`config.mk`:
```
export PLATFORM = sky130hd
export DESIGN_NAME = sha256_double_hash
export DESIGN_NICKNAME = d
export VERILOG_FILES = /design/src/rtl/core/sdh_pkg.sv /design/src/rtl/core/sdh_front.sv /design/src/rtl/core/sdh_engine.sv /design/src/rtl/core/sha256_double_hash.sv
export SDC_FILE = /design/constraint.sdc
export NUM_CORES = 2
export LEC_CHECK = 0
export BUFFER_PORTS_ARGS = -buffer_cell sky130_fd_sc_hd__buf_2
export CAP_MARGIN = 20
export CORE_ASPECT_RATIO = 1.25
export CORE_MARGIN = 4
export CORE_UTILIZATION = 30
export DETAILED_ROUTE_END_ITERATION = 8
export GPL_TIMING_DRIVEN = 0
export SETUP_SLACK_MARGIN = 0.02
export SLEW_MARGIN = 20
export SYNTH_ARGS = -nofsm -noshare
export SYNTH_HDL_FRONTEND = slang
export SYNTH_SLANG_ARGS = --single-unit
```
`constraint.sdc`:
```
create_clock -name clock -period 21.8 [get_ports clock]
set_clock_uncertainty 0.15 [all_clocks]
set_input_delay 3.27 -clock clock [delete_from_list [all_inputs] [get_ports clock]]
set_output_delay 3.27 -clock clock [all_outputs]
set_load 0.005 [all_outputs]
```
`src/rtl/core/sdh_pkg.sv`:
```
// Shared types, constants and round functions for the double SHA-256 hasher.
package sdh_pkg;

   typedef struct packed {
      logic [7:0] msg_byte;
      logic       is_last;
   } req_type;

   typedef struct packed {
      logic [31:0] digest_word;
      logic [2:0]  word_index;
      logic        final_word;
   } rsp_type;

   // Head of the byte queue as seen by the back end.
   typedef struct packed {
      logic    valid;
      req_type data;
   } qhead_type;

   typedef enum logic [2:0] {
      S_LOAD,
      S_PAD,
      S_ROUND,
      S_ADD,
      S_OUT
   } state_type;

   localparam logic [7:0]  PAD_MARK   = 8'h80;
   localparam logic [63:0] DIGEST_LEN = 64'd256;

   function automatic logic [31:0] init_word(input logic [2:0] idx);
      case (idx)
         3'd0: init_word = 32'h6a09e667;
         3'd1: init_word = 32'hbb67ae85;
         3'd2: init_word = 32'h3c6ef372;
         3'd3: init_word = 32'ha54ff53a;
         3'd4: init_word = 32'h510e527f;
         3'd5: init_word = 32'h9b05688c;
         3'd6: init_word = 32'h1f83d9ab;
         3'd7: init_word = 32'h5be0cd19;
         default: init_word = 32'h6a09e667;
      endcase
   endfunction

   function automatic logic [31:0] round_k(input logic [5:0] idx);
      case (idx)
         6'd0:  round_k = 32'h428a2f98;  6'd1:  round_k = 32'h71374491;
         6'd2:  round_k = 32'hb5c0fbcf;  6'd3:  round_k = 32'he9b5dba5;
         6'd4:  round_k = 32'h3956c25b;  6'd5:  round_k = 32'h59f111f1;
         6'd6:  round_k = 32'h923f82a4;  6'd7:  round_k = 32'hab1c5ed5;
         6'd8:  round_k = 32'hd807aa98;  6'd9:  round_k = 32'h12835b01;
         6'd10: round_k = 32'h243185be;  6'd11: round_k = 32'h550c7dc3;
         6'd12: round_k = 32'h72be5d74;  6'd13: round_k = 32'h80deb1fe;
         6'd14: round_k = 32'h9bdc06a7;  6'd15: round_k = 32'hc19bf174;
         6'd16: round_k = 32'he49b69c1;  6'd17: round_k = 32'hefbe4786;
         6'd18: round_k = 32'h0fc19dc6;  6'd19: round_k = 32'h240ca1cc;
         6'd20: round_k = 32'h2de92c6f;  6'd21: round_k = 32'h4a7484aa;
         6'd22: round_k = 32'h5cb0a9dc;  6'd23: round_k = 32'h76f988da;
         6'd24: round_k = 32'h983e5152;  6'd25: round_k = 32'ha831c66d;
         6'd26: round_k = 32'hb00327c8;  6'd27: round_k = 32'hbf597fc7;
         6'd28: round_k = 32'hc6e00bf3;  6'd29: round_k = 32'hd5a79147;
         6'd30: round_k = 32'h06ca6351;  6'd31: round_k = 32'h14292967;
         6'd32: round_k = 32'h27b70a85;  6'd33: round_k = 32'h2e1b2138;
         6'd34: round_k = 32'h4d2c6dfc;  6'd35: round_k = 32'h53380d13;
         6'd36: round_k = 32'h650a7354;  6'd37: round_k = 32'h766a0abb;
         6'd38: round_k = 32'h81c2c92e;  6'd39: round_k = 32'h92722c85;
         6'd40: round_k = 32'ha2bfe8a1;  6'd41: round_k = 32'ha81a664b;
         6'd42: round_k = 32'hc24b8b70;  6'd43: round_k = 32'hc76c51a3;
         6'd44: round_k = 32'hd192e819;  6'd45: round_k = 32'hd6990624;
         6'd46: round_k = 32'hf40e3585;  6'd47: round_k = 32'h106aa070;
         6'd48: round_k = 32'h19a4c116;  6'd49: round_k = 32'h1e376c08;
         6'd50: round_k = 32'h2748774c;  6'd51: round_k = 32'h34b0bcb5;
         6'd52: round_k = 32'h391c0cb3;  6'd53: round_k = 32'h4ed8aa4a;
         6'd54: round_k = 32'h5b9cca4f;  6'd55: round_k = 32'h682e6ff3;
         6'd56: round_k = 32'h748f82ee;  6'd57: round_k = 32'h78a5636f;
         6'd58: round_k = 32'h84c87814;  6'd59: round_k = 32'h8cc70208;
         6'd60: round_k = 32'h90befffa;  6'd61: round_k = 32'ha4506ceb;
         6'd62: round_k = 32'hbef9a3f7;  6'd63: round_k = 32'hc67178f2;
         default: round_k = 32'h428a2f98;
      endcase
   endfunction

   function automatic logic [31:0] rotr(input logic [31:0] x, input int n);
      rotr = (x >> n) | (x << (32 - n));
   endfunction

   function automatic logic [31:0] big_s0(input logic [31:0] x);
      big_s0 = rotr(x, 2) ^ rotr(x, 13) ^ rotr(x, 22);
   endfunction

   function automatic logic [31:0] big_s1(input logic [31:0] x);
      big_s1 = rotr(x, 6) ^ rotr(x, 11) ^ rotr(x, 25);
   endfunction

   function automatic logic [31:0] small_s0(input logic [31:0] x);
      small_s0 = rotr(x, 7) ^ rotr(x, 18) ^ (x >> 3);
   endfunction

   function automatic logic [31:0] small_s1(input logic [31:0] x);
      small_s1 = rotr(x, 17) ^ rotr(x, 19) ^ (x >> 10);
   endfunction

endpackage

```
`src/rtl/core/sdh_front.sv`:
```
// Front end: byte intake queue between the request channel and the hash engine.
module sdh_front #(
   parameter int Depth = 4
) (
   input  logic              clock,
   input  logic              reset,
   input  logic              req_valid,
   output logic              req_ready,
   input  sdh_pkg::req_type  req_data,
   output sdh_pkg::qhead_type head,
   input  logic              pop
);

   localparam int PtrW = (Depth > 1) ? $clog2(Depth) : 1;
   localparam int CntW = $clog2(Depth + 1);

   sdh_pkg::req_type q_ff [Depth];
   logic [PtrW-1:0] wr_ptr_ff, wr_ptr_in, rd_ptr_ff, rd_ptr_in;
   logic [CntW-1:0] count_ff, count_in;
   logic            push, do_pop;

   assign req_ready  = (count_ff != CntW'(Depth));
   assign push       = req_valid && req_ready;
   assign do_pop     = pop && (count_ff != '0);
   assign head.valid = (count_ff != '0);
   assign head.data  = q_ff[rd_ptr_ff];

   always_comb begin
      wr_ptr_in = wr_ptr_ff;
      rd_ptr_in = rd_ptr_ff;
      count_in  = count_ff;
      if (push) begin
         wr_ptr_in = (wr_ptr_ff == PtrW'(Depth - 1)) ? '0 : wr_ptr_ff + 1'b1;
      end
      if (do_pop) begin
         rd_ptr_in = (rd_ptr_ff == PtrW'(Depth - 1)) ? '0 : rd_ptr_ff + 1'b1;
      end
      if (push && !do_pop) begin
         count_in = count_ff + 1'b1;
      end else if (!push && do_pop) begin
         count_in = count_ff - 1'b1;
      end
   end

   always_ff @(posedge clock) begin
      if (reset) begin
         wr_ptr_ff <= '0;
         rd_ptr_ff <= '0;
         count_ff  <= '0;
      end else begin
         wr_ptr_ff <= wr_ptr_in;
         rd_ptr_ff <= rd_ptr_in;
         count_ff  <= count_in;
      end
   end

   always_ff @(posedge clock) begin
      if (push) begin
         q_ff[wr_ptr_ff] <= req_data;
      end
   end

endmodule

```
`src/rtl/core/sdh_engine.sv`:
```
// Back end: block buffer, padding sequencer, round unit and digest output register.
module sdh_engine (
   input  logic               clock,
   input  logic               reset,
   input  sdh_pkg::qhead_type head,
   output logic               pop,
   input  logic               csr_we,
   input  logic               csr_wdata,
   output logic               rsp_valid,
   input  logic               rsp_ready,
   output sdh_pkg::rsp_type   rsp_data
);

   sdh_pkg::state_type state_ff, state_in;

   logic [31:0] w_ff [16];
   logic [31:0] w_in [16];
   logic [31:0] chain_ff [8];
   logic [31:0] chain_in [8];
   logic [31:0] work_ff [8];
   logic [31:0] work_in [8];
   logic [5:0]  fill_ff, fill_in;
   logic [5:0]  round_ff, round_in;
   logic [63:0] len_ff, len_in;
   logic [2:0]  out_idx_ff, out_idx_in;
   logic        mode_ff, pass_ff, pass_in, fin_ff, fin_in;
   logic        mark_ff, mark_in, late_ff, late_in, done_ff, done_in;
   logic        rsp_valid_ff, rsp_valid_in;
   sdh_pkg::rsp_type rsp_ff, rsp_in;

   logic        load_wr, byte_wr, blk_full, out_load, len_slot;
   logic [7:0]  wr_byte, pad_byte, len_byte;
   logic [31:0] t1, t2, w_next;

   assign load_wr  = (state_ff == sdh_pkg::S_LOAD) && head.valid;
   assign byte_wr  = load_wr || (state_ff == sdh_pkg::S_PAD);
   assign blk_full = byte_wr && (fill_ff == 6'd63);
   assign out_load = !rsp_valid_ff || rsp_ready;
   assign pop      = load_wr;

   // Length bytes fill the last eight slots, most significant first.
   assign len_slot = (fill_ff[5:3] == 3'b111) && mark_ff && !late_ff;
   assign len_byte = 8'(len_ff >> {~fill_ff[2:0], 3'b000});
   assign pad_byte = !mark_ff ? sdh_pkg::PAD_MARK : (len_slot ? len_byte : 8'h00);
   assign wr_byte  = load_wr ? head.data.msg_byte : pad_byte;

   assign t1 = work_ff[7] + sdh_pkg::big_s1(work_ff[4])
             + ((work_ff[4] & work_ff[5]) ^ (~work_ff[4] & work_ff[6]))
             + sdh_pkg::round_k(round_ff) + w_ff[0];
   assign t2 = sdh_pkg::big_s0(work_ff[0])
             + ((work_ff[0] & work_ff[1]) ^ (work_ff[0] & work_ff[2])
                ^ (work_ff[1] & work_ff[2]));
   assign w_next = sdh_pkg::small_s1(w_ff[14]) + w_ff[9]
                 + sdh_pkg::small_s0(w_ff[1]) + w_ff[0];

   always_comb begin
      state_in = state_ff;
      case (state_ff)
         sdh_pkg::S_LOAD: begin
            if (load_wr) begin
               if (fill_ff == 6'd63) begin
                  state_in = sdh_pkg::S_ROUND;
               end else if (head.data.is_last) begin
                  state_in = sdh_pkg::S_PAD;
               end
            end
         end
         sdh_pkg::S_PAD: begin
            if (fill_ff == 6'd63) begin
               state_in = sdh_pkg::S_ROUND;
            end
         end
         sdh_pkg::S_ROUND: begin
            if (round_ff == 6'd63) begin
               state_in = sdh_pkg::S_ADD;
            end
         end
         sdh_pkg::S_ADD: begin
            if (done_ff) begin
               state_in = (!pass_ff && mode_ff) ? sdh_pkg::S_PAD : sdh_pkg::S_OUT;
            end else begin
               state_in = fin_ff ? sdh_pkg::S_PAD : sdh_pkg::S_LOAD;
            end
         end
         sdh_pkg::S_OUT: begin
            if (out_load && (out_idx_ff == 3'd7)) begin
               state_in = sdh_pkg::S_LOAD;
            end
         end
         default: state_in = sdh_pkg::S_LOAD;
      endcase
   end

   always_comb begin
      w_in         = w_ff;
      chain_in     = chain_ff;
      work_in      = work_ff;
      fill_in      = fill_ff;
      round_in     = round_ff;
      len_in       = len_ff;
      out_idx_in   = out_idx_ff;
      pass_in      = pass_ff;
      fin_in       = fin_ff;
      mark_in      = mark_ff;
      late_in      = late_ff;
      done_in      = done_ff;
      rsp_in       = rsp_ff;
      rsp_valid_in = out_load ? 1'b0 : rsp_valid_ff;

      if (byte_wr) begin
         w_in[fill_ff[5:2]][{~fill_ff[1:0], 3'b000} +: 8] = wr_byte;
         fill_in = fill_ff + 1'b1;
      end
      if (load_wr) begin
         len_in = len_ff + 64'd8;
         fin_in = head.data.is_last;
      end
      if (state_ff == sdh_pkg::S_PAD) begin
         if (!mark_ff) begin
            mark_in = 1'b1;
            late_in = (fill_ff[5:3] == 3'b111);
         end
         if (len_slot && (fill_ff == 6'd63)) begin
            done_in = 1'b1;
         end
      end
      if (blk_full) begin
         // Start a compression on the full block; a length that did not fit goes in the next one.
         round_in = '0;
         work_in  = chain_ff;
         late_in  = 1'b0;
      end

      case (state_ff)
         sdh_pkg::S_ROUND: begin
            for (int i = 0; i < 15; i++) begin
               w_in[i] = w_ff[i + 1];
            end
            w_in[15]   = w_next;
            work_in[0] = t1 + t2;
            work_in[1] = work_ff[0];
            work_in[2] = work_ff[1];
            work_in[3] = work_ff[2];
            work_in[4] = work_ff[3] + t1;
            work_in[5] = work_ff[4];
            work_in[6] = work_ff[5];
            work_in[7] = work_ff[6];
            round_in   = round_ff + 1'b1;
         end
         sdh_pkg::S_ADD: begin
            for (int i = 0; i < 8; i++) begin
               chain_in[i] = chain_ff[i] + work_ff[i];
            end
            if (done_ff) begin
               done_in = 1'b0;
               if (!pass_ff && mode_ff) begin
                  // Feed the first digest back as a 32-byte message.
                  for (int i = 0; i < 8; i++) begin
                     w_in[i]     = chain_ff[i] + work_ff[i];
                     chain_in[i] = sdh_pkg::init_word(3'(i));
                  end
                  fill_in = 6'd32;
                  len_in  = sdh_pkg::DIGEST_LEN;
                  pass_in = 1'b1;
                  mark_in = 1'b0;
                  fin_in  = 1'b1;
               end
            end
         end
         sdh_pkg::S_OUT: begin
            if (out_load) begin
               rsp_valid_in       = 1'b1;
               rsp_in.digest_word = chain_ff[out_idx_ff];
               rsp_in.word_index  = out_idx_ff;
               rsp_in.final_word  = (out_idx_ff == 3'd7);
               out_idx_in         = out_idx_ff + 1'b1;
               if (out_idx_ff == 3'd7) begin
                  for (int i = 0; i < 8; i++) begin
                     chain_in[i] = sdh_pkg::init_word(3'(i));
                  end
                  len_in  = '0;
                  fill_in = '0;
                  pass_in = 1'b0;
                  mark_in = 1'b0;
                  late_in = 1'b0;
                  fin_in  = 1'b0;
               end
            end
         end
         default: begin
         end
      endcase
   end

   always_ff @(posedge clock) begin
      if (reset) begin
         state_ff     <= sdh_pkg::S_LOAD;
         fill_ff      <= '0;
         round_ff     <= '0;
         len_ff       <= '0;
         out_idx_ff   <= '0;
         mode_ff      <= 1'b1;
         pass_ff      <= 1'b0;
         fin_ff       <= 1'b0;
         mark_ff      <= 1'b0;
         late_ff      <= 1'b0;
         done_ff      <= 1'b0;
         rsp_valid_ff <= 1'b0;
         for (int i = 0; i < 8; i++) begin
            chain_ff[i] <= sdh_pkg::init_word(3'(i));
         end
      end else begin
         state_ff     <= state_in;
         fill_ff      <= fill_in;
         round_ff     <= round_in;
         len_ff       <= len_in;
         out_idx_ff   <= out_idx_in;
         pass_ff      <= pass_in;
         fin_ff       <= fin_in;
         mark_ff      <= mark_in;
         late_ff      <= late_in;
         done_ff      <= done_in;
         rsp_valid_ff <= rsp_valid_in;
         chain_ff     <= chain_in;
         if (csr_we) begin
            mode_ff <= csr_wdata;
         end
      end
   end

   always_ff @(posedge clock) begin
      w_ff    <= w_in;
      work_ff <= work_in;
      rsp_ff  <= rsp_in;
   end

   assign rsp_valid = rsp_valid_ff;
   assign rsp_data  = rsp_ff;

   a_round_to_add: assert property (@(posedge clock) disable iff (reset)
      (state_ff == sdh_pkg::S_ROUND) && (round_ff == 6'd63) |=> (state_ff == sdh_pkg::S_ADD))
      else $error("last round not followed by chain update");

   a_done_scope: assert property (@(posedge clock) disable iff (reset)
      done_ff |-> (state_ff == sdh_pkg::S_ROUND) || (state_ff == sdh_pkg::S_ADD))
      else $error("final-block flag outside compression");

   a_out_idx: assert property (@(posedge clock) disable iff (reset)
      (out_idx_ff != 3'd0) |-> (state_ff == sdh_pkg::S_OUT))
      else $error("digest word index pending outside output state");

   a_no_pop: assert property (@(posedge clock) disable iff (reset)
      (state_ff != sdh_pkg::S_LOAD) |-> !pop)
      else $error("byte taken while engine busy");

endmodule

```
`src/rtl/core/sha256_double_hash.sv`:
```
// Top level of the streaming SHA-256 / double SHA-256 hasher.
//
//  channel  direction  handshake              payload
//  req      in         req_valid / req_ready  req_data  (msg_byte, is_last)
//  rsp      out        rsp_valid / rsp_ready  rsp_data  (digest_word, word_index, final_word)
//  csr      in         csr_we                 csr_wdata (double_mode)
//
//  A block fills from the byte queue, and each compressed block takes 64 rounds
//  of the shared round unit and one chain update.
//  Padding writes one byte per cycle; the second hash compresses the padded first digest.
//  Digest words leave through an output register, one per cycle when not stalled.
//  Reset is synchronous; double_mode resets to 1 and the chain to the initial values.
//  The byte queue keeps taking input, up to QueueDepth bytes, while the engine
//  compresses or rsp stalls.
module sha256_double_hash #(
   parameter int QueueDepth = 4
) (
   input  logic             clock,
   input  logic             reset,
   input  logic             req_valid,
   output logic             req_ready,
   input  sdh_pkg::req_type req_data,
   output logic             rsp_valid,
   input  logic             rsp_ready,
   output sdh_pkg::rsp_type rsp_data,
   input  logic             csr_we,
   input  logic             csr_wdata
);

   sdh_pkg::qhead_type head;
   logic               pop;

   sdh_front #(
      .Depth(QueueDepth)
   ) u_front (
      .clock     (clock),
      .reset     (reset),
      .req_valid (req_valid),
      .req_ready (req_ready),
      .req_data  (req_data),
      .head      (head),
      .pop       (pop)
   );

   sdh_engine u_engine (
      .clock     (clock),
      .reset     (reset),
      .head      (head),
      .pop       (pop),
      .csr_we    (csr_we),
      .csr_wdata (csr_wdata),
      .rsp_valid (rsp_valid),
      .rsp_ready (rsp_ready),
      .rsp_data  (rsp_data)
   );

endmodule

```
# --- Yosys cells after proc, flatten, opt, wreduce, memory -nomap -nowiden ---
# Memories as Yosys holds them, arrays and structs flattened. A register that Yosys moved wholly into a read port is not among the register bits.
# Index checks and enable logic that the tools add are counted.
# Widths: inputs -> output; s select.
word_totals:
  ff_bits: 1156
  ramBits: 36
  rom_bits: 2048
  inputBits: 15
  out_inout_bits: 38
  word_cells: 250
  memories: 2
mem_list:
  columns: ["name", "depth", "word_bits", "rd", "rd_clocked_by_memory_dff", "write_ports", "line", "rtl"]
  rows:
  - ["(name not given)", 64, 32, 1, 1, 0, "sdh_pkg.sv:47", "case (idx)"]
  - ["u_front.q_ff", 4, 9, 1, 1, 1, "sdh_front.sv:17", "sdh_pkg::req_type q_ff [Depth];"]
classes:
  addsub: 27
  order_cmp: 3
  n_eq_ne: 20
  n_shift: 3
  muxes: 85
  bitwise: 31
  n_reduce_logical: 29
ops:
  columns: ["cell", "count"]
  rows:
  - ["$mux 256", 9]
  - ["$pmux 256 s2", 2]
  - ["$add 32x32->32", 18]
  - ["$bwmux 512", 1]
  - ["$mux 512", 1]
  - ["$mux 64", 5]
  - ["$xor 32x32->32", 9]
  - ["$and 32x32->32", 5]
  - ["$demux 32 s4", 1]
  - ["$pmux 64 s2", 1]
  - ["$bmux 32 s3", 1]
  - ["$mux 32", 3]
  - ["$add 64x4->64 const B", 1]
  - ["$shr 64x6->8", 1]
  - ["$mux 6", 9]
  - ["$not 32->32", 1]
  - ["$or 10x32->32", 1]
  - ["$or 13x32->32", 1]
  - ["$or 14x32->32", 1]
  - ["$or 15x32->32", 1]
  - ["$or 19x32->32", 1]
  - ["$or 21x32->32", 1]
  - ["$or 25x32->32", 1]
  - ["$or 26x32->32", 1]
  - ["other kinds (43)", 122]

# --- Longest topological paths before layout ---
logic_depth:
  word_depth: 12
  mapped_depth: 32
  ltp_nobuf: 31

# --- Modules after synthesis ---
# From an unflattened synthesis, not the netlist that was laid out.
hier_totals:
  hier_cells: 8889
  hier_area_um2: 78977.0
by_module_without_submodules:
  columns: ["mod", "instances", "cells_per_inst", "area_each_um2", "seq_area_each_um2"]
  rows:
  - ["sdh_engine", 1, 8794, 77200.3, 29067.9]
  - ["sdh_front", 1, 95, 1776.7, 1261.2]

# --- Least setup slack after synthesis ---
# OpenSTA, ideal clock, no wires.
synth_timing:
  path_type: "reg-to-reg"
  startpoint: "register u_engine.work_ff[122] in the netlist's numbering"
  endpoint: "register u_engine.work_ff[254] in the netlist's numbering, data pin"
  setup_ns: 0.269
  arrival_time_ns: 6.891
  required_ns: 21.381
  slack_ns: 14.490
  path_stages_with_launch: 30
  path_buffers: 1
  synth_period_minus_slack_ns: 7.310
  cell_sequence: "edfxtp_1 > clkbuf_1 > xor2_1 > xnor2_1 > fa_1 > fa_1 > fa_1 > inv_1 > ha_1 > inv_1 > fa_1 > nand2b_1 > a21oi_1 > o211ai_2 > a31oi_1 > a21o_1 > a21o_1 > a21o_1 > a21oi_1 > xnor2_1 > fa_1 > ha_1 > and4_1 > nand4_1 > o31a_1 > nor3_1 > nor3_1 > o41ai_1 > xnor2_1 > o21ai_0"
synth_lines:
  columns: ["element", "line", "rtl"]
  rows:
  - ["start, declared", "sdh_engine.sv:20", "logic [31:0] work_ff [8];"]
  - ["start signal, assigned", "sdh_engine.sv:233", "work_ff <= work_in;"]

==> results.json <==
{
  "final_common_cell": "nand2_1",
  "crit_fanout": 6,
  "yosysTopAreaCellShare_pct": 22.1,
  "postSynthCellCount": 8816,
  "routabilityCongestion": 1.03,
  "fin_crit_sh_pct": 49.0,
  "cts_hold_buf": 0,
  "grt_usage_pct": 30.7,
  "hp-class": "reg -> reg",
  "cts_resized": 0,
  "cts_setup_buffers": 0,
  "cp_slowest_cell": "a31oi_1",
  "syn_area_mm2": 0.0793,
  "tightest_slew_ns": 1.38,
  "status": "finished, final reports clean",
  "cp.arrival_ns": 11.02,
  "async_flop_share_pct": 0,
  "setup_violations": 0,
  "pre_cts_ws_ns": 11.44,
  "synth_edf_count": 584,
  "synth_nets": 9433,
  "grt_max_degree": 99,
  "cts.sinks": 1223,
  "drive_gt1_share_pct": 7.04,
  "critPathKind": "reg -> reg",
  "antenna_found_initial": 24,
  "synth_seq_area_share_pct": 38.2,
  "hold_viol": 0,
  "area_growth_pct": 13.1,
  "cp-start-kind": "flip-flop",
  "synth-seq-cells": 1223,
  "rows": 210,
  "critical_path.most_common_cell": "fa_1",
  "route.detailed.drc": 0,
  "die_w_um": 468,
  "tns_ns": 0,
  "cts_tree": "built",
  "syn_area_per_cell_um2": 9.00,
  "die_height_um": 583,
  "crit_path_end_kind": "flip-flop",
  "final_core_util_pct": 34.2,
  "wl_per_cell_um": 34.4,
  "synth_ff_type": "dfxtp_1",
  "ys_warn_count": 0,
  "slowest_delay_ns": 0.86,
  "drv_slew": 0,
  "min_period_ns": 10.68,
  "vias_per_cell": 5.90,
  "fmax_mhz": 93.7,
  "ios": 53,
  "num_vias": 74800,
  "final_cell_mix": "1,411 x nand2_1, 788 x nor2_1, 671 x o21ai_0",
  "h-tree-depth": 4,
  "grt_setup_unrepaired": "no",
  "grt_overflow": 0,
  "start_util_pct": 30.2,
  "synth_area_leaders": "edfxtp_1 22%, dfxtp_1 16%, nand2_1 6.7%",
  "numCtsBuffers": 152,
  "setup_slack_ns": 11.12,
  "clockBufferDepth": 4,
  "dieArea_mm2": 0.273,
  "fin_nets": 9665,
  "synth_cell_types": 105,
  "maxCapViolCount": 0,
  "synth_top_area_cell": "edfxtp_1",
  "io_buffers": 52,
  "clk_latency_ns": 0.87,
  "coreArea_mm2": 0.262,
  "grt_pass1_wl_um": 583000,
  "drtPass1Iterations": 7,
  "path_clk_slew_ns": 0.06,
  "grt_pass1_vias": 71500,
  "drtAntennaViolNets": 0,
  "wl_um": 436000,
  "dr.first_iter.drc_count": 10300,
  "hpwl_um": 352000,
  "cp_data_required_time_ns": 22.14,
  "relSlewSlack_pct": 7.82,
  "clockRootBuffer": "clkbuf_16"
}
==> registers in the layout, indices dropped and copies added (netlist names), 2 cells and up, named ones only <==
signal and cells:
u_engine.w_ff 512, u_engine.chain_ff 256, u_engine.work_ff 256, u_engine.len_ff 61, u_engine.rsp_data 36, u_front.q_ff 36, u_engine.fill_ff 6, u_engine.round_ff 6
u_engine.out_idx_ff 3, u_engine.state_ff 3, u_front.count_ff 3, u_front.rd_ptr_ff 2, u_front.wr_ptr_ff 2
==> routing by layer <==
metal / global-route usage, % / vias up / wire, µm
met4: 25.6 / 8 / 45400
met5: 0 / - / 55
li1: - / 32000 / -
met2: 48.5 / 4530 / 193000
met1: 36.4 / 37000 / 160000
met3: 5.44 / 1242 / 37400
==> synthesized netlist by cell type, types with 29 or more instances <==
cell / number
a21oi_1: 615
a31oi_1: 52
o22ai_1: 122
fa_1: 196
xnor2_1: 411
and2_1: 29
o21a_1: 46
a22oi_1: 188
mux2_2: 36
nand2b_1: 65
dfxtp_1: 639
a21o_1: 207
o21bai_1: 40
nand2_1: 1411
nand4_1: 48
a221o_1: 145
a211oi_1: 43
buf_1: 33
mux4_2: 87
ha_1: 406
xor2_1: 215
mux2i_1: 58
edfxtp_1: 584
nand3_1: 118
o22a_1: 37
a22o_1: 44
nor3_1: 87
o21ai_0: 677
o211ai_1: 47
nor2b_1: 56
inv_1: 333
o31ai_1: 35
nor2_1: 788
buf_2: 41
clkbuf_1: 461
and3_1: 54
==> area by class of cell <==
cell class                 instances  area, µm²
fill                           27000     173000
multi-input combinational       6707      45700
sequential                      1223      30300
tap                             3498       4380
clock buffer                     196       4370
buffer                           546       2240
inverter                         340       1290
clock inverter                    72        729
timing repair buffer              78        644
antenna                            9       22.5
==> path summary, 6_finish.rpt <==
path         slack, ns  cells after the start                             from                              end
min               0.32                      1       u_engine.w_ff[279]$_DFF_P_       u_engine.w_ff[311]$_DFF_P_
max reg2reg      11.12                     31  u_engine.work_ff[122]$_DFFE_PN_  u_engine.work_ff[254]$_DFFE_PN_
max              11.12                     31  u_engine.work_ff[122]$_DFFE_PN_  u_engine.work_ff[254]$_DFFE_PN_
min reg2reg       0.32                      1       u_engine.w_ff[279]$_DFF_P_       u_engine.w_ff[311]$_DFF_P_
==> worst max-delay path: cells and delay by family, from the launching register on <==
family	cells	cell delay (ns)
fa+ha+maj	7	3.07
xor+xnor	4	1.47
buf+inv	3	0.94
simple gates	6	1.44
flops	1	0.47
compound gates	11	2.76
==> stage by stage <==
step,cell area [µm²],hold WS (ns),std cells
after floorplan,79300,0.285,8816
after global placement,83900,0.320,12400
after detailed placement,84500,0.322,12400
after CTS,89600,0.311,12700
after global routing,89600,0.321,12700
final,89700,0.319,12700
==> logic make-up after synthesis <==
| family | count (synthesis) | synth area share (%) |
|---|---|---|
| xor gates and xnor gates | 631 | 7.06 |
| AOI/OAI and AO/OA | 2499 | 20.2 |
| buffers and inverters | 886 | 4.33 |
| DFF | 1223 | 38.2 |
| muxes | 181 | 3.71 |
| adders and majority gates | 623 | 11.6 |
| and+or+nand+nor | 2773 | 14.8 |
Power is left out: the tool's default activity adds up to more than one toggle a clock period on the data nets, which glitch-free logic cannot reach.
